## config.mk

```make
export PLATFORM = sky130hd
export DESIGN_NAME = tap_tempo_wiper_mapper_top_flat
export DESIGN_NICKNAME = d
export VERILOG_FILES = /design/src/ttwm_pkg.sv /design/src/ttwm_req_if.sv /design/src/ttwm_rsp_if.sv /design/src/ttwm_datapath.sv /design/src/ttwm_controller.sv /design/src/tap_tempo_wiper_mapper_top.sv /design/src/flat_wrapper.sv
export SDC_FILE = /design/constraint.sdc
export NUM_CORES = 2
export LEC_CHECK = 0
export CAP_MARGIN = 30
export CORE_ASPECT_RATIO = 0.5
export CORE_MARGIN = 2
export CORE_UTILIZATION = 58
export CTS_CLUSTER_DIAMETER = 60
export CTS_CLUSTER_SIZE = 25
export DETAILED_ROUTE_END_ITERATION = 12
export DONT_BUFFER_PORTS = 1
export GPL_TIMING_DRIVEN = 1
export PLACE_DENSITY_LB_ADDON = 0.12
export SYNTH_ARGS = -nofsm -noshare
export SYNTH_HDL_FRONTEND = slang
export SYNTH_SLANG_ARGS = --single-unit
```

## constraint.sdc

```tcl
create_clock -name clock -period 9.7 [get_ports clock]
set_input_delay 0.485 -clock clock [delete_from_list [all_inputs] [get_ports clock]]
set_output_delay 0.485 -clock clock [all_outputs]
set_load 0.02 [all_outputs]
```

## src/ttwm_pkg.sv

```systemverilog
package ttwm_pkg;

   // Tempo table geometry.
   localparam int TABLE_DEPTH = 255;
   localparam int IDX_W = (TABLE_DEPTH > 1) ? $clog2(TABLE_DEPTH) : 1;
   localparam int BND_W = $clog2(TABLE_DEPTH + 1);

   // Field and datapath widths.
   localparam int CMD_W    = 3;
   localparam int POS_W    = 2;
   localparam int POT_W    = 8;
   localparam int TIDX_W   = 8;
   localparam int WIPER_W  = 8;
   localparam int TEMPO_W  = 11;
   localparam int MS_W     = 16;
   localparam int E_W      = MS_W + 1;
   localparam int K_W      = 6;
   localparam int TMO_W    = 15;
   localparam int PROD_W   = E_W + K_W;
   localparam int NUM_W    = PROD_W + 1;
   localparam int QX_W     = 19;
   localparam int Q_W      = 17;
   localparam int POTM_W   = 15;
   localparam int CSR_ADDR_W = 3;
   localparam int CSR_DATA_W = 32;

   // Tempo limits and pot thresholds.
   localparam logic [TEMPO_W-1:0] TEMPO_MIN = 11'd36;
   localparam logic [TEMPO_W-1:0] MAX_DIRTY = 11'd1162;
   localparam logic [TEMPO_W-1:0] MAX_CLEAN = 11'd600;
   localparam logic [POT_W-1:0]   POT_MOVE  = 8'd13;

   // Reciprocal constants: x/3 for x below 2**19, y/255 for y below 2**16.
   localparam logic [QX_W-1:0] RECIP3        = 19'd349526;
   localparam int              RECIP3_SHIFT  = 20;
   localparam logic [15:0]     RECIP255      = 16'd32897;
   localparam int              RECIP255_SHIFT = 23;

   // Command codes.
   localparam logic [CMD_W-1:0] CMD_TICK     = 3'd0;
   localparam logic [CMD_W-1:0] CMD_BUTTON   = 3'd1;
   localparam logic [CMD_W-1:0] CMD_DIVISION = 3'd2;
   localparam logic [CMD_W-1:0] CMD_POT      = 3'd3;
   localparam logic [CMD_W-1:0] CMD_LOAD     = 3'd4;

   // Toggle positions.
   localparam logic [POS_W-1:0] POS_LOW    = 2'd0;
   localparam logic [POS_W-1:0] POS_MIDDLE = 2'd1;

   // Register indexes (paddr bit 2).
   localparam logic REG_CLEAN = 1'b0;
   localparam logic REG_DUAL  = 1'b1;

   typedef struct packed {
      logic [CMD_W-1:0]   command;
      logic               pressed;
      logic               half_ms_past;
      logic [POS_W-1:0]   div_position;
      logic               alt_division;
      logic [POT_W-1:0]   pot_value;
      logic [TIDX_W-1:0]  table_index;
      logic [TEMPO_W-1:0] table_value;
   } req_word_type;

   typedef struct packed {
      logic               wiper_valid;
      logic [WIPER_W-1:0] wiper;
      logic [TEMPO_W-1:0] tempo_ms;
      logic [TEMPO_W-1:0] led_tempo_ms;
      logic               tap_mode;
   } rsp_word_type;

   typedef struct packed {
      logic clean;
      logic dual;
   } cfg_type;

   typedef enum logic [4:0] {
      OP_NONE, OP_TICK, OP_BUTTON, OP_DIVISION, OP_LOAD,
      OP_MUL, OP_QUOT, OP_UPDATE, OP_HIT_FIRST, OP_RD_LAST, OP_HIT_LAST,
      OP_SEARCH_INIT, OP_RD_MID, OP_HIT_MID, OP_RD_BELOW, OP_RD_ABOVE,
      OP_SET_HI, OP_SET_LO, OP_PICK_BELOW, OP_PICK_ABOVE,
      OP_POT_SCALE, OP_POT_READ, OP_POT_SET, OP_LOAD_OUT
   } op_type;

   typedef struct packed {
      logic   in_ready;
      op_type op;
   } ctrl_cmd_type;

   typedef struct packed {
      logic             in_take;
      logic [CMD_W-1:0] command;
      logic             tap_go;
      logic             pot_take;
      logic             t_lt_rd;
      logic             t_gt_rd;
      logic             t_eq_rd;
      logic             lo_lt_hi;
      logic             mid_nonzero;
      logic             mid_below_last;
      logic             out_free;
   } dp_status_type;

   // Upper clip limit for the current mode.
   function automatic logic [TEMPO_W-1:0] delay_max(input logic clean);
      return clean ? MAX_CLEAN : MAX_DIRTY;
   endfunction

   // Note division factor k (k/48 of the tap interval).
   function automatic logic [K_W-1:0] division_factor(input logic [POS_W-1:0] pos,
                                                      input logic alt, input logic dual);
      logic [K_W-1:0] k;
      if (pos == POS_LOW) begin
         k = alt ? 6'd16 : 6'd48;
      end else if (pos == POS_MIDDLE) begin
         k = alt ? 6'd8 : 6'd24;
      end else begin
         k = alt ? 6'd12 : 6'd36;
      end
      return dual ? (k >> 1) : k;
   endfunction

   // Tap timeout: delaymax*48/k + 800 for every reachable factor.
   function automatic logic [TMO_W-1:0] timeout_for(input logic [K_W-1:0] k,
                                                    input logic clean);
      logic [TMO_W-1:0] t;
      case (k)
         6'd48:   t = clean ? 15'd1400 : 15'd1962;
         6'd24:   t = clean ? 15'd2000 : 15'd3124;
         6'd36:   t = clean ? 15'd1600 : 15'd2349;
         6'd16:   t = clean ? 15'd2600 : 15'd4286;
         6'd8:    t = clean ? 15'd4400 : 15'd7772;
         6'd12:   t = clean ? 15'd3200 : 15'd5448;
         6'd18:   t = clean ? 15'd2400 : 15'd3898;
         6'd4:    t = clean ? 15'd8000 : 15'd14744;
         6'd6:    t = clean ? 15'd5600 : 15'd10096;
         default: t = clean ? 15'd1400 : 15'd1962;
      endcase
      return t;
   endfunction

   // Clip a tempo into 36..delaymax.
   function automatic logic [TEMPO_W-1:0] clip_tempo(input logic [E_W-1:0] v,
                                                     input logic clean);
      logic [TEMPO_W-1:0] top;
      top = delay_max(clean);
      if (v < E_W'(TEMPO_MIN)) begin
         return TEMPO_MIN;
      end else if (v > E_W'(top)) begin
         return top;
      end
      return TEMPO_W'(v);
   endfunction

endpackage

```

## src/ttwm_req_if.sv

```systemverilog
interface ttwm_req_if;
   import ttwm_pkg::*;

   logic         valid;
   logic         ready;
   req_word_type payload;

   modport source(output valid, output payload, input ready);
   modport sink(input valid, input payload, output ready);
endinterface

```

## src/ttwm_rsp_if.sv

```systemverilog
interface ttwm_rsp_if;
   import ttwm_pkg::*;

   logic         valid;
   logic         ready;
   rsp_word_type payload;

   modport source(output valid, output payload, input ready);
   modport sink(input valid, input payload, output ready);
endinterface

```

## src/ttwm_datapath.sv

```systemverilog
module ttwm_datapath (
   input  logic                    clock,
   input  logic                    reset,
   ttwm_req_if.sink                req_ch,
   ttwm_rsp_if.source              rsp_ch,
   input  ttwm_pkg::cfg_type       cfg,
   input  ttwm_pkg::ctrl_cmd_type  cmd,
   output ttwm_pkg::dp_status_type status
);
   import ttwm_pkg::*;

   localparam logic [IDX_W-1:0] LAST = IDX_W'(TABLE_DEPTH - 1);

   // Tempo table, loaded word by word, one registered read port.
   logic [TEMPO_W-1:0] table_mem [TABLE_DEPTH];
   logic [TEMPO_W-1:0] rd_data_ff;
   logic [IDX_W-1:0]   rd_addr;

   req_word_type       item_ff;
   logic [MS_W-1:0]    ms_ff, ms_in;
   logic [1:0]         tap_count_ff, tap_count_in;
   logic               last_pressed_ff, last_pressed_in;
   logic               tap_active_ff, tap_active_in;
   logic [TEMPO_W-1:0] tempo_ff, tempo_in;
   logic [TEMPO_W-1:0] led_ff, led_in;
   logic [K_W-1:0]     div_ff, div_in;
   logic [POT_W-1:0]   prev_pot_ff, prev_pot_in;
   logic [E_W-1:0]     e_ff, e_in;
   logic [PROD_W-1:0]  prod_ff, prod_in;
   logic [Q_W-1:0]     quot_ff, quot_in;
   logic [IDX_W-1:0]   pot_idx_ff, pot_idx_in;
   logic [BND_W-1:0]   lo_ff, lo_in, hi_ff, hi_in;
   logic [IDX_W-1:0]   mid_ff, mid_in;
   logic [TEMPO_W-1:0] vmid_ff, vmid_in;
   logic [IDX_W-1:0]   wiper_ff, wiper_in;
   logic               hit_ff, hit_in;
   logic               rsp_valid_ff, rsp_valid_in;
   rsp_word_type       rsp_word_ff, rsp_word_in;

   logic               in_take;
   logic [TMO_W-1:0]   timeout_cur, timeout_new;
   logic [MS_W-1:0]    ms_inc;
   logic [K_W-1:0]     k_new;
   logic [POT_W-1:0]   pot_diff;
   logic [E_W-1:0]     e_cur;
   logic [NUM_W-1:0]   avg_num;
   logic [QX_W-1:0]    quot_x;
   logic [2*QX_W-1:0]  quot_prod;
   logic [E_W-1:0]     led_avg;
   logic [E_W:0]       led_sum;
   logic [POTM_W-1:0]  pot_mul;
   logic [31:0]        pot_prod;
   logic [POT_W-1:0]   pot_scaled;
   logic [BND_W:0]     mid_sum;
   logic [IDX_W-1:0]   mid_new;
   logic [TEMPO_W:0]   gap_low, gap_high;

   assign in_take      = req_ch.valid & cmd.in_ready;
   assign req_ch.ready = cmd.in_ready;
   assign rsp_ch.valid   = rsp_valid_ff;
   assign rsp_ch.payload = rsp_word_ff;

   // Shared arithmetic.
   always_comb begin
      timeout_cur = timeout_for(div_ff, cfg.clean);
      k_new       = division_factor(item_ff.div_position, item_ff.alt_division, cfg.dual);
      timeout_new = timeout_for(k_new, cfg.clean);
      ms_inc      = (ms_ff != '1) ? ms_ff + MS_W'(1) : ms_ff;
      pot_diff    = (item_ff.pot_value >= prev_pot_ff) ? item_ff.pot_value - prev_pot_ff
                                                       : prev_pot_ff - item_ff.pot_value;
      e_cur       = E_W'(ms_ff) + E_W'(item_ff.half_ms_past);
      // Average numerator 48*tempo + e*k + 48, later divided by 96.
      avg_num     = NUM_W'({tempo_ff, 5'b0}) + NUM_W'({tempo_ff, 4'b0})
                    + NUM_W'(prod_ff) + NUM_W'(48);
      quot_x      = (tap_count_ff == 2'd1) ? QX_W'(prod_ff >> 4) : QX_W'(avg_num >> 5);
      quot_prod   = (2*QX_W)'(quot_x) * (2*QX_W)'(RECIP3);
      led_sum     = (E_W+1)'(led_ff) + (E_W+1)'(e_ff) + (E_W+1)'(1);
      led_avg     = E_W'(led_sum >> 1);
      // Clean mode scales the pot by 127/255.
      pot_mul     = {item_ff.pot_value, 7'b0} - POTM_W'(item_ff.pot_value);
      pot_prod    = 32'(pot_mul) * 32'(RECIP255);
      pot_scaled  = cfg.clean ? POT_W'(pot_prod >> RECIP255_SHIFT) : item_ff.pot_value;
      mid_sum     = (BND_W+1)'(lo_ff) + (BND_W+1)'(hi_ff);
      mid_new     = IDX_W'(mid_sum >> 1);
      gap_low     = (TEMPO_W+1)'(tempo_ff) - (TEMPO_W+1)'(vmid_ff);
      gap_high    = (TEMPO_W+1)'(rd_data_ff) - (TEMPO_W+1)'(tempo_ff);
   end

   // Table read address for the current step.
   always_comb begin
      case (cmd.op)
         OP_UPDATE:   rd_addr = '0;
         OP_RD_LAST:  rd_addr = LAST;
         OP_RD_MID:   rd_addr = mid_new;
         OP_RD_BELOW: rd_addr = mid_ff - IDX_W'(1);
         OP_RD_ABOVE: rd_addr = mid_ff + IDX_W'(1);
         OP_POT_READ: rd_addr = pot_idx_ff;
         default:     rd_addr = mid_ff;
      endcase
   end

   // Next state for every operation.
   always_comb begin
      ms_in           = ms_ff;
      tap_count_in    = tap_count_ff;
      last_pressed_in = last_pressed_ff;
      tap_active_in   = tap_active_ff;
      tempo_in        = tempo_ff;
      led_in          = led_ff;
      div_in          = div_ff;
      prev_pot_in     = prev_pot_ff;
      e_in            = e_ff;
      prod_in         = prod_ff;
      quot_in         = quot_ff;
      pot_idx_in      = pot_idx_ff;
      lo_in           = lo_ff;
      hi_in           = hi_ff;
      mid_in          = mid_ff;
      vmid_in         = vmid_ff;
      wiper_in        = wiper_ff;
      hit_in          = in_take ? 1'b0 : hit_ff;
      rsp_valid_in    = rsp_valid_ff & ~rsp_ch.ready;
      rsp_word_in     = rsp_word_ff;
      case (cmd.op)
         OP_TICK: begin
            ms_in = ms_inc;
            if (ms_inc > MS_W'(timeout_cur)) begin
               ms_in        = '0;
               tap_count_in = '0;
            end
         end
         OP_BUTTON: begin
            if (!item_ff.pressed) begin
               last_pressed_in = 1'b0;
            end else if (!last_pressed_ff) begin
               if (tap_count_ff == 2'd0) begin
                  ms_in        = '0;
                  tap_count_in = 2'd1;
               end
               last_pressed_in = 1'b1;
            end
         end
         OP_DIVISION: begin
            div_in = k_new;
            if (item_ff.alt_division) begin
               tap_count_in    = '0;
               last_pressed_in = 1'b1;
            end
            if (ms_ff > MS_W'(timeout_new)) begin
               ms_in        = '0;
               tap_count_in = '0;
            end
         end
         OP_MUL: begin
            e_in    = e_cur;
            prod_in = PROD_W'(e_cur) * PROD_W'(div_ff);
         end
         OP_QUOT: begin
            quot_in = Q_W'(quot_prod >> RECIP3_SHIFT);
         end
         OP_UPDATE: begin
            tempo_in        = clip_tempo(quot_ff, cfg.clean);
            led_in          = clip_tempo((tap_count_ff == 2'd1) ? e_ff : led_avg, cfg.clean);
            tap_count_in    = (tap_count_ff < 2'd2) ? tap_count_ff + 2'd1 : tap_count_ff;
            ms_in           = '0;
            tap_active_in   = 1'b1;
            last_pressed_in = 1'b1;
         end
         OP_HIT_FIRST: begin
            wiper_in = '0;
            hit_in   = 1'b1;
         end
         OP_HIT_LAST: begin
            wiper_in = LAST;
            hit_in   = 1'b1;
         end
         OP_SEARCH_INIT: begin
            lo_in  = '0;
            hi_in  = BND_W'(TABLE_DEPTH);
            mid_in = '0;
         end
         OP_RD_MID: mid_in = mid_new;
         OP_HIT_MID: begin
            wiper_in = mid_ff;
            hit_in   = 1'b1;
         end
         OP_RD_BELOW: vmid_in = rd_data_ff;
         OP_RD_ABOVE: vmid_in = rd_data_ff;
         OP_SET_HI:   hi_in = BND_W'(mid_ff);
         OP_SET_LO:   lo_in = BND_W'(mid_ff) + BND_W'(1);
         OP_PICK_BELOW: begin
            // Lower neighbor is in rd_data, upper in vmid; ties go up.
            wiper_in = ((TEMPO_W+1)'(tempo_ff) - (TEMPO_W+1)'(rd_data_ff) >=
                        (TEMPO_W+1)'(vmid_ff) - (TEMPO_W+1)'(tempo_ff))
                       ? mid_ff : mid_ff - IDX_W'(1);
            hit_in   = 1'b1;
         end
         OP_PICK_ABOVE: begin
            wiper_in = (gap_low >= gap_high) ? mid_ff + IDX_W'(1) : mid_ff;
            hit_in   = 1'b1;
         end
         OP_POT_SCALE: begin
            pot_idx_in = (int'(pot_scaled) > TABLE_DEPTH - 1) ? LAST : IDX_W'(pot_scaled);
         end
         OP_POT_SET: begin
            tempo_in      = rd_data_ff;
            wiper_in      = pot_idx_ff;
            hit_in        = 1'b1;
            prev_pot_in   = item_ff.pot_value;
            tap_active_in = 1'b0;
         end
         OP_LOAD_OUT: begin
            rsp_valid_in             = 1'b1;
            rsp_word_in.wiper_valid  = hit_ff;
            rsp_word_in.wiper        = hit_ff ? WIPER_W'(wiper_ff) : '0;
            rsp_word_in.tempo_ms     = tempo_ff;
            rsp_word_in.led_tempo_ms = led_ff;
            rsp_word_in.tap_mode     = tap_active_ff;
         end
         default: begin
         end
      endcase
   end

   // Control state.
   always_ff @(posedge clock) begin
      if (reset) begin
         ms_ff           <= '0;
         tap_count_ff    <= '0;
         last_pressed_ff <= 1'b0;
         tap_active_ff   <= 1'b0;
         tempo_ff        <= '0;
         led_ff          <= '0;
         div_ff          <= 6'd48;
         prev_pot_ff     <= '0;
         lo_ff           <= '0;
         hi_ff           <= '0;
         hit_ff          <= 1'b0;
         rsp_valid_ff    <= 1'b0;
      end else begin
         ms_ff           <= ms_in;
         tap_count_ff    <= tap_count_in;
         last_pressed_ff <= last_pressed_in;
         tap_active_ff   <= tap_active_in;
         tempo_ff        <= tempo_in;
         led_ff          <= led_in;
         div_ff          <= div_in;
         prev_pot_ff     <= prev_pot_in;
         lo_ff           <= lo_in;
         hi_ff           <= hi_in;
         hit_ff          <= hit_in;
         rsp_valid_ff    <= rsp_valid_in;
      end
   end

   // Payload registers.
   always_ff @(posedge clock) begin
      if (in_take) begin
         item_ff <= req_ch.payload;
      end
      e_ff        <= e_in;
      prod_ff     <= prod_in;
      quot_ff     <= quot_in;
      pot_idx_ff  <= pot_idx_in;
      mid_ff      <= mid_in;
      vmid_ff     <= vmid_in;
      wiper_ff    <= wiper_in;
      rsp_word_ff <= rsp_word_in;
   end

   // Table memory.
   always_ff @(posedge clock) begin
      if (cmd.op == OP_LOAD && int'(item_ff.table_index) < TABLE_DEPTH) begin
         table_mem[IDX_W'(item_ff.table_index)] <= item_ff.table_value;
      end
      rd_data_ff <= table_mem[rd_addr];
   end

   // Status toward the controller.
   always_comb begin
      status.in_take        = in_take;
      status.command        = item_ff.command;
      status.tap_go         = item_ff.pressed & ~last_pressed_ff & (tap_count_ff != 2'd0);
      status.pot_take       = ~tap_active_ff | (pot_diff >= POT_MOVE);
      status.t_lt_rd        = tempo_ff < rd_data_ff;
      status.t_gt_rd        = tempo_ff > rd_data_ff;
      status.t_eq_rd        = tempo_ff == rd_data_ff;
      status.lo_lt_hi       = lo_ff < hi_ff;
      status.mid_nonzero    = mid_ff != '0;
      status.mid_below_last = mid_ff < LAST;
      status.out_free       = ~rsp_valid_ff | rsp_ch.ready;
   end

`ifndef SYNTHESIS
   a_tap_count_sat: assert property (@(posedge clock) disable iff (reset)
      tap_count_ff != 2'd3)
      else $error("tap count passed saturation");
   a_tap_tempo_clipped: assert property (@(posedge clock) disable iff (reset)
      tap_active_ff |-> (tempo_ff >= TEMPO_MIN && led_ff >= TEMPO_MIN))
      else $error("tap tempo below minimum");
   a_wiper_zero: assert property (@(posedge clock) disable iff (reset)
      (rsp_valid_ff && !rsp_word_ff.wiper_valid) |-> (rsp_word_ff.wiper == '0))
      else $error("wiper not zero without wiper_valid");
   a_search_bounds: assert property (@(posedge clock) disable iff (reset)
      lo_ff <= hi_ff)
      else $error("search bounds crossed");
`endif

endmodule

```

## src/ttwm_controller.sv

```systemverilog
module ttwm_controller (
   input  logic                    clock,
   input  logic                    reset,
   input  ttwm_pkg::dp_status_type status,
   output ttwm_pkg::ctrl_cmd_type  cmd
);
   import ttwm_pkg::*;

   typedef enum logic [3:0] {
      S_IDLE, S_DISPATCH, S_MUL, S_QUOT, S_UPDATE, S_CHK_FIRST, S_CHK_LAST,
      S_LOOP, S_MID, S_BELOW, S_ABOVE, S_POT_SCALE, S_POT_READ, S_POT_SET, S_DONE
   } state_type;

   state_type state_ff, state_in;

   // Sequencing and operation decode.
   always_comb begin
      state_in     = state_ff;
      cmd.in_ready = 1'b0;
      cmd.op       = OP_NONE;
      case (state_ff)
         S_IDLE: begin
            cmd.in_ready = 1'b1;
            if (status.in_take) begin
               state_in = S_DISPATCH;
            end
         end
         S_DISPATCH: begin
            state_in = S_DONE;
            case (status.command)
               CMD_TICK:     cmd.op = OP_TICK;
               CMD_BUTTON: begin
                  if (status.tap_go) begin
                     state_in = S_MUL;
                  end else begin
                     cmd.op = OP_BUTTON;
                  end
               end
               CMD_DIVISION: cmd.op = OP_DIVISION;
               CMD_POT: begin
                  if (status.pot_take) begin
                     state_in = S_POT_SCALE;
                  end
               end
               CMD_LOAD:     cmd.op = OP_LOAD;
               default:      cmd.op = OP_NONE;
            endcase
         end
         S_MUL: begin
            cmd.op   = OP_MUL;
            state_in = S_QUOT;
         end
         S_QUOT: begin
            cmd.op   = OP_QUOT;
            state_in = S_UPDATE;
         end
         S_UPDATE: begin
            cmd.op   = OP_UPDATE;
            state_in = S_CHK_FIRST;
         end
         // Targets at or below the first entry map to index zero.
         S_CHK_FIRST: begin
            if (!status.t_gt_rd) begin
               cmd.op   = OP_HIT_FIRST;
               state_in = S_DONE;
            end else begin
               cmd.op   = OP_RD_LAST;
               state_in = S_CHK_LAST;
            end
         end
         S_CHK_LAST: begin
            if (!status.t_lt_rd) begin
               cmd.op   = OP_HIT_LAST;
               state_in = S_DONE;
            end else begin
               cmd.op   = OP_SEARCH_INIT;
               state_in = S_LOOP;
            end
         end
         S_LOOP: begin
            if (status.lo_lt_hi) begin
               cmd.op   = OP_RD_MID;
               state_in = S_MID;
            end else begin
               cmd.op   = OP_HIT_MID;
               state_in = S_DONE;
            end
         end
         // Compare with the midpoint, then look at the neighbor on that side.
         S_MID: begin
            if (status.t_eq_rd) begin
               cmd.op   = OP_HIT_MID;
               state_in = S_DONE;
            end else if (status.t_lt_rd) begin
               if (status.mid_nonzero) begin
                  cmd.op   = OP_RD_BELOW;
                  state_in = S_BELOW;
               end else begin
                  cmd.op   = OP_SET_HI;
                  state_in = S_LOOP;
               end
            end else begin
               if (status.mid_below_last) begin
                  cmd.op   = OP_RD_ABOVE;
                  state_in = S_ABOVE;
               end else begin
                  cmd.op   = OP_SET_LO;
                  state_in = S_LOOP;
               end
            end
         end
         S_BELOW: begin
            if (status.t_gt_rd) begin
               cmd.op   = OP_PICK_BELOW;
               state_in = S_DONE;
            end else begin
               cmd.op   = OP_SET_HI;
               state_in = S_LOOP;
            end
         end
         S_ABOVE: begin
            if (status.t_lt_rd) begin
               cmd.op   = OP_PICK_ABOVE;
               state_in = S_DONE;
            end else begin
               cmd.op   = OP_SET_LO;
               state_in = S_LOOP;
            end
         end
         S_POT_SCALE: begin
            cmd.op   = OP_POT_SCALE;
            state_in = S_POT_READ;
         end
         S_POT_READ: begin
            cmd.op   = OP_POT_READ;
            state_in = S_POT_SET;
         end
         S_POT_SET: begin
            cmd.op   = OP_POT_SET;
            state_in = S_DONE;
         end
         // Hand the word to the output register once it is free.
         S_DONE: begin
            if (status.out_free) begin
               cmd.op   = OP_LOAD_OUT;
               state_in = S_IDLE;
            end
         end
         default: state_in = S_IDLE;
      endcase
   end

   always_ff @(posedge clock) begin
      if (reset) begin
         state_ff <= S_IDLE;
      end else begin
         state_ff <= state_in;
      end
   end

endmodule

```

## src/tap_tempo_wiper_mapper_top.sv

```systemverilog
// Tap tempo detector and wiper mapper. Each request word (ms tick, button sample,
// division change, pot sample or table load) yields exactly one response word on
// the rsp channel, which is held in an output register so the next request can be
// accepted while the response waits. A tick, button, division, load or unused word,
// and a pot word that leaves the wiper alone, is handled in the dispatch step before
// the response register is loaded; a pot word that moves the wiper steps through
// scale, table read and set. A completed tap steps through multiply, quotient and
// update, then checks the first table entry and, above it, the last one; between
// the two it runs a binary search over the single-port tempo table of 255 entries,
// one registered read per cycle, halving the range at each step. A word waits for
// its response to be loaded for as long as the response register stays full.
// Table entries must be loaded before the search or pot can read them.
// clean_mode is at byte address 0 and dual_mode at byte address 4 on the csr port.
module tap_tempo_wiper_mapper_top (
   input  logic                                clock,
   input  logic                                reset,
   ttwm_req_if.sink                            req_ch,
   ttwm_rsp_if.source                          rsp_ch,
   input  logic                                csr_psel,
   input  logic                                csr_penable,
   input  logic                                csr_pwrite,
   input  logic [ttwm_pkg::CSR_ADDR_W-1:0]     csr_paddr,
   input  logic [ttwm_pkg::CSR_DATA_W-1:0]     csr_pwdata,
   output logic [ttwm_pkg::CSR_DATA_W-1:0]     csr_prdata,
   output logic                                csr_pready
);
   import ttwm_pkg::*;

   logic          clean_ff, clean_in;
   logic          dual_ff, dual_in;
   logic          csr_write;
   cfg_type       cfg;
   ctrl_cmd_type  cmd;
   dp_status_type status;

   // Configuration registers.
   assign csr_pready = 1'b1;
   assign csr_write  = csr_psel & csr_penable & csr_pwrite & csr_pready;

   always_comb begin
      clean_in = clean_ff;
      dual_in  = dual_ff;
      if (csr_write) begin
         if (csr_paddr[2] == REG_CLEAN) begin
            clean_in = csr_pwdata[0];
         end else begin
            dual_in = csr_pwdata[0];
         end
      end
      csr_prdata = (csr_paddr[2] == REG_CLEAN) ? CSR_DATA_W'(clean_ff) : CSR_DATA_W'(dual_ff);
      cfg.clean  = clean_ff;
      cfg.dual   = dual_ff;
   end

   always_ff @(posedge clock) begin
      if (reset) begin
         clean_ff <= 1'b0;
         dual_ff  <= 1'b0;
      end else begin
         clean_ff <= clean_in;
         dual_ff  <= dual_in;
      end
   end

   ttwm_controller u_controller (
      .clock  (clock),
      .reset  (reset),
      .status (status),
      .cmd    (cmd)
   );

   ttwm_datapath u_datapath (
      .clock  (clock),
      .reset  (reset),
      .req_ch (req_ch),
      .rsp_ch (rsp_ch),
      .cfg    (cfg),
      .cmd    (cmd),
      .status (status)
   );

endmodule
```

## src/flat_wrapper.sv

```systemverilog
// flat-port wrapper written by rule: the top's interface ports become plain ports
module tap_tempo_wiper_mapper_top_flat import ttwm_pkg::*;
  (clock, reset, csr_psel, csr_penable, csr_pwrite, csr_paddr, csr_pwdata, csr_prdata, csr_pready, req_ch_valid, req_ch_payload, req_ch_ready, rsp_ch_valid, rsp_ch_payload, rsp_ch_ready);
  ttwm_req_if req_ch_i ();
  ttwm_rsp_if rsp_ch_i ();
  input  logic clock;
  input  logic reset;
  input  logic csr_psel;
  input  logic csr_penable;
  input  logic csr_pwrite;
  input  logic [ttwm_pkg::CSR_ADDR_W-1:0] csr_paddr;
  input  logic [ttwm_pkg::CSR_DATA_W-1:0] csr_pwdata;
  output logic [ttwm_pkg::CSR_DATA_W-1:0] csr_prdata;
  output logic csr_pready;
  input wire logic [$bits(req_ch_i.valid)-1:0] req_ch_valid;
  input wire logic [$bits(req_ch_i.payload)-1:0] req_ch_payload;
  output wire logic [$bits(req_ch_i.ready)-1:0] req_ch_ready;
  output wire logic [$bits(rsp_ch_i.valid)-1:0] rsp_ch_valid;
  output wire logic [$bits(rsp_ch_i.payload)-1:0] rsp_ch_payload;
  input wire logic [$bits(rsp_ch_i.ready)-1:0] rsp_ch_ready;
  assign req_ch_i.valid = req_ch_valid;
  assign req_ch_i.payload = req_ch_payload;
  assign req_ch_ready = req_ch_i.ready;
  assign rsp_ch_valid = rsp_ch_i.valid;
  assign rsp_ch_payload = rsp_ch_i.payload;
  assign rsp_ch_i.ready = rsp_ch_ready;
  tap_tempo_wiper_mapper_top u_core (.clock(clock), .reset(reset), .req_ch(req_ch_i), .rsp_ch(rsp_ch_i), .csr_psel(csr_psel), .csr_penable(csr_penable), .csr_pwrite(csr_pwrite), .csr_paddr(csr_paddr), .csr_pwdata(csr_pwdata), .csr_prdata(csr_prdata), .csr_pready(csr_pready));
endmodule
```

* After elaboration in Yosys (flattened, before gate mapping)
Memory sizes are Yosys's and may differ from the RTL's. A register that Yosys moved wholly into a read port is not among the register bits.
Index checks and enable logic that the tools add are counted.
** Storage, ports and cells
- Flip-flop bits (word level) :: 239
- Bits in latches :: 0
- RAM bits :: 2805
- Memory bits (read-only) :: 0
- Input bits :: 77
- Output and inout port bits :: 67
- Logic and storage cells :: 277
- Memories :: 1
** Memory list
- u_core.u_datapath.table_mem :: words 255, width 11, rd ports 1, clocked after memory_dff 1, wr ports 1, RTL line ttwm_datapath.sv:15 : logic [TEMPO_W-1:0] table_mem [TABLE_DEPTH];
** Operators by class
- Add/sub/neg operators :: 18
- Multiply operators :: 3
- Div/mod/pow operators :: 0
- Order comparisons :: 17
- Equal/unequal tests :: 71
- Shifts and indexed selects :: 0
- Mux-type cells :: 96
- Bitwise gates (word level) :: 13
- Reductions and logical operators :: 23
** Operator list (number)
- $pmux W14 S8 :: 2
- $mux W16 :: 6
- $pmux W8 S6 :: 2
- $mux W11 :: 8
- $pmux W5 S14 :: 1
- $pmux W16 S4 :: 1
- $pmux W4 S15 :: 1
- $pmux W8 S2 :: 3
- $sub A11 B11 Y12 :: 4
- $mux W4 :: 11
- $eq A5 B4 Y1 const B :: 8
- $eq A5 B5 Y1 const B :: 8
- $eq A6 B5 Y1 const B :: 6
- $mul A19 B18 Y36 const B :: 1
- $mux W12 :: 3
- $gt A17 B11 Y1 :: 2
- $lt A17 B6 Y1 const B :: 2
- $gt A16 B15 Y1 :: 2
- $mux W8 :: 4
- $mul A15 B16 Y31 const B :: 1
- $mux W5 :: 6
- $mux W6 :: 5
- $eq A4 B4 Y1 const B :: 7
- $mux W14 :: 2
- other kinds (71) :: 145

* Logic depth before layout (Yosys ltp)
- Depth in word-level cells :: 10
- Mapped depth :: 43
- Gate-level depth less buffers :: 43

* Cells and area by module
A second synthesis with hierarchy kept.
** Second synthesis, totals
- Cells, all modules :: 9894
- Area total of the unflattened synthesis :: 138861.9 um2
** Modules (own cells, without submodules)
- ttwm_datapath :: instances 1, cells each 9745, area an instance 137805.9 um2, seq. area each 90566.9 um2
- ttwm_controller :: instances 1, cells each 105, area an instance 703.2 um2, seq. area each 80.1 um2
- tap_tempo_wiper_mapper_top :: instances 1, cells each 44, area an instance 352.8 um2, seq. area each 40.0 um2

* Least setup slack after synthesis
OpenSTA, ideal clock, no wires.
- Path type :: register to register
- Start :: register u_core.u_datapath.tempo_ff[1]
- End :: register u_core.u_datapath.quot_ff[16] (data pin)
- Setup time :: 260 ps
- Data arrival time :: 9310 ps
- Required time :: 9440 ps
- Path slack :: 130 ps
- Stages on the path, launching flop included :: 44
- Buffers on the path :: 0
- Clock period less this slack :: 9570 ps
- Cells stage by stage :: dfxtp_1 > inv_1 > fa_1 > inv_1 > ha_1 > ha_1 > inv_1 > fa_1 > nor2b_1 > o21ai_0 > a21boi_0 > o21ai_0 > a21boi_0 > o21ai_0 > a21boi_0 > o21ai_0 > a21oi_1 > nor2_1 > (+8 left out) > inv_1 > fa_1 > inv_1 > ha_1 > nor2b_1 > nor3_1 > o211a_1 > o211ai_1 > a31oi_1 > o21ai_0 > o21ai_0 > o2111ai_1 > and3_1 > o21a_1 > o21a_1 > o22ai_1 > o21ba_2 > xnor2_1
** On the way
- Cells in the longest elaborated chain, start to end :: 5
** Ends and longest elaborated chain
- start: declaration :: RTL line ttwm_datapath.sv:24 : logic [TEMPO_W-1:0] tempo_ff, tempo_in;
- start signal: assignment :: RTL line ttwm_datapath.sv:245 : tempo_ff <= tempo_in;
- $add A16 B15 Y17 :: RTL line ttwm_datapath.sv:73 : avg_num = NUM_W'({tempo_ff, 5'b0}) + NUM_W'({tempo_ff, 4'b0})
- $add A17 B23 Y24 :: RTL line ttwm_datapath.sv:74 : + NUM_W'(prod_ff) + NUM_W'(48);
- $add A24 B6 Y24 :: RTL line ttwm_datapath.sv:74
- $mux W19 :: RTL line ttwm_datapath.sv:75 : quot_x = (tap_count_ff == 2'd1) ? QX_W'(prod_ff >> 4) : QX_W'(avg_num >> 5);
- $mul A19 B18 Y36 :: RTL line ttwm_datapath.sv:76 : quot_prod = (2*QX_W)'(quot_x) * (2*QX_W)'(RECIP3);
- net u_core.u_datapath.quot_prod[36] :: RTL line ttwm_datapath.sv:48 : logic [2*QX_W-1:0] quot_prod;
- end signal: assignment :: RTL line ttwm_datapath.sv:263 : quot_ff <= quot_in;
- end: declaration :: RTL line ttwm_datapath.sv:30 : logic [Q_W-1:0] quot_ff, quot_in;
The timed path passes the listed nets, and every way through them passes these cells.
A chain may end at the register's enable or synchronous reset.

* Worst setup path after layout
Same ends and word-level chain as after synthesis.

==> key figures <==
Global route
  – First-pass GRT wire length: 631000 um
  – Vias in the first global route: 90400
  – Global route total overflow: 0
  – Largest net degree at the start of global routing: around 190
  – Initial antenna violation count: 38
  – Total GRT Usage: 0.349

Worst setup path
  – CP Launch Type: flop
  – Worst path most repeated cell: inv_1
  – Worst setup path startpoint: u_core.u_datapath.tempo_ff[1]
  – CP endpoint kind: flop
  – Req. time, crit path: 10.28 ns
  – Setup slack, reg-to-reg: 0.39 ns
  – Critical-path top delay cell: fa_1
  – Biggest cell delay along the critical path: 0.54 ns
  – Capture point of the critical path: u_core.u_datapath.quot_ff[16]
  – FF-to-FF End: u_core.u_datapath.quot_ff[16]
  – Critical path arrival: 9.89 ns
  – RR Startpoint: u_core.u_datapath.tempo_ff[1]
  – Reg2reg path depth: between 40 and 50
  – Crit path max fanout: 3
  – WS Path Type: flop to flop

Placed design
  – Pre-CTS setup slack: -0.309 ns
  – PortBufs: 0
  – GPL Wtd Cong: 0.935
  – DP Wirelength: roughly 280000 um

Synthesis
  – Cell area after synthesis: about 140000 um^2
  – Distinct cell type count after synthesis: roughly 100
  – Yosys Warn Count: 0
  – Syn avg cell area: between 10 and 15 um^2
  – Post-Syn Instances: 11600
  – Top_reg_cell synth: edfxtp_1
  – Post-synth ARST share: 0
  – #FFs+latches synth: 3050
  – Post-synth EDFFs: 2960
  – Seq/Total Area, Yosys: 0.646

Die
  – Die Wd: 700 um
  – Row count: 127
  – Die height: 352 um
  – I/O pin cnt: 144
  – Die area: around 250000 um^2
  – CORE AREA: 240000 um^2
  – Initial Util: 0.585

Drt
  – Vias/cell: 6.57
  – Drt first pass iters: 7
  – Vias: 98400
  – Antenna Nets Post-Route: 0
  – Wire per inst: 29.2 um
  – WL final: 437000 um
  – DRC: 0
  – First DRT Iteration DRCs: 16100

STA
  – Final setup viols: 0
  – Slew Limit Fails: 0
  – Crit share post-route: 0.960
  – Final Hold Vio Count: 0
  – Clock skew: between 0.1 and 0.15 ns
  – Final worst setup slack: roughly 0.4 ns
  – Worst slew margin: 0.116
  – FMAX: approximately 110 MHz
  – Fin crit period: 9.31 ns
  – Worst Max-Slew Pin Slew: 1.33 ns
  – Final TNS setup: 0 ns

Final layout
  – Final core utilization: 0.635
  – Layout cells sized above 1: 0.0843
  – Most common cell after layout, fill and taps aside: edfxtp_1
  – Most frequent cells in the layout: edfxtp_1, nand2_1, nand3_1
  – Area growth syn-to-layout: 8.56%
  – Nets: 12400
  – # fillers: around 18000

Clock network
  – Insertion delay to the later sink of the worst-skew pair: 0.92 ns
  – Root buffer cell: clkbuf_16
  – CTS Sinks: just over 3000
  – Clock transition at path regs: roughly 0.090 ns
  – Htree depth: 4
  – CTS tree: done
  – CTS max path bufs: 4
  – CTS buffer count: 159

Flow run
  – Total of max-cap violations: 0

Min path
  – Hold depth: 2
  – Min-Delay Path Class: input pin to flop

Outcome
  – Status: finished clean
## flip-flops by register name, indices dropped and copies added, names as in the netlist, 3 cells and up
register                          count
u_core.u_datapath.table_mem        2805
u_core.u_datapath.item_ff            32
u_core.u_datapath.rsp_ch.payload     32
u_core.u_datapath.prod_ff            19
u_core.u_datapath.e_ff               17
u_core.u_datapath.quot_ff            17
u_core.u_datapath.ms_ff              16
u_core.u_datapath.led_ff             11
u_core.u_datapath.rd_data_ff         11
u_core.u_datapath.tempo_ff           11
u_core.u_datapath.vmid_ff            11
u_core.u_datapath.hi_ff               8
u_core.u_datapath.lo_ff               8
u_core.u_datapath.mid_ff              8
u_core.u_datapath.pot_idx_ff          8
u_core.u_datapath.prev_pot_ff         8
u_core.u_datapath.wiper_ff            8
u_core.u_datapath.div_ff              5
u_core.u_controller.state_ff          4
u_core.u_datapath.status              3
## per-layer routing
metal	vias up	GRT usage	share of wire
li1	42500	-	-
met1	48600	0.501	0.39
met2	6463	0.518	0.43
met4	26	0.136	0.044
met5	-	0	0.00041
met3	879	0.0880	0.13
## how the worst min path moves through the flow
stage	start	endpoint	slack [ns]
global placement	u_core.u_datapath.prev_pot_ff[7]	u_core.u_datapath.prev_pot_ff[7]	0.44
CTS	reset	u_core.u_datapath.lo_ff[4]	0.009
global route	reset	u_core.u_datapath.lo_ff[5]	0.03
finish	reset	u_core.u_datapath.lo_ff[6]	0.03
detailed placement	u_core.u_datapath.prev_pot_ff[7]	u_core.u_datapath.prev_pot_ff[7]	0.44
floorplan	u_core.u_datapath.tap_active_ff	u_core.u_datapath.rsp_ch.payload[0]	0.43
## worst max-delay path: cells and delay by family, from the launching register on
kind / cells / cell delay [ns]
adder cells (fa/ha/maj): 10 / 3.90
AO/OA/AOI/OAI: 19 / 2.85
buffers and inverters: 11 / 1.05
AND/OR/NAND/NOR: 5 / 0.60
flip-flops: 1 / 0.33
XOR/XNOR: 2 / 0.33
## Yosys cell counts, types with 46 or more instances
cell,n,area [um^2]
fa_1,176,3520
a311oi_1,322,2820
a21oi_1,255,1280
nor4_1,48,300
edfxtp_1,2960,88900
nand2_1,2509,9420
nor3_1,142,711
xnor2_1,108,946
dfxtp_1,90,1800
a211oi_1,283,2120
o21ai_0,184,921
buf_4,106,796
nor2_1,526,1970
a21o_1,72,541
nand4_1,46,288
clkbuf_1,239,897
buf_1,48,180
inv_1,481,1810
buf_2,365,1830
xor2_1,46,403
a31oi_1,255,1600
and3_1,452,2830
nand3_1,755,3780
ha_1,433,5420
and2_1,61,382
## through the flow
step | instances | instance area, um^2 | hold WS, ns
detailed placement | 14700 | 147000 | 0.444
floorplan | 11600 | 140000 | 0.430
CTS | 15000 | 152000 | 0.00874
finish | 15000 | 152000 | 0.0286
global route | 15000 | 152000 | 0.0308
global placement | 14600 | 146000 | 0.443
## final cells by class
class | count | area (um^2) | share of cell area
Clock inverter | 29 | 367 | 0.00241
Inverter | 482 | 1810 | 0.0119
Multi-Input combinational cell | 7294 | 44600 | 0.293
Clock buffer | 179 | 4140 | 0.0272
Timing Repair Buffer | 710 | 6710 | 0.0440
Antenna cell | 16 | 40.0 | 0.000263
Tap cell | 3225 | 4040 | 0.0265
Sequential cell | 3050 | 90700 | 0.595
## cells by family after synthesis
family | after synthesis | synth area share
xor+xnor | 154 | 0.00961
fa+ha+maj | 609 | 0.0637
mux | 22 | 0.00167
simple gates | 4702 | 0.149
other cells | 2 | 0.0000535
compound gates | 1775 | 0.0903
buf+inv | 1250 | 0.0400
flops | 3050 | 0.646
## repair_timing
| item | in CTS | in global routing |
|---|---|---|
| hold endpoints to repair | 113 | 0 |
| setup buffers | 5 | 7 |
| pin swaps | 5 | 22 |
| gates resized for setup | 6 | 40 |
| setup endpoints to repair | 4 | 9 |
| hold buffers | 41 | 0 |
Power is not shown: default switching activity piles up to over one toggle a cycle in this logic, so the estimate is an artifact.
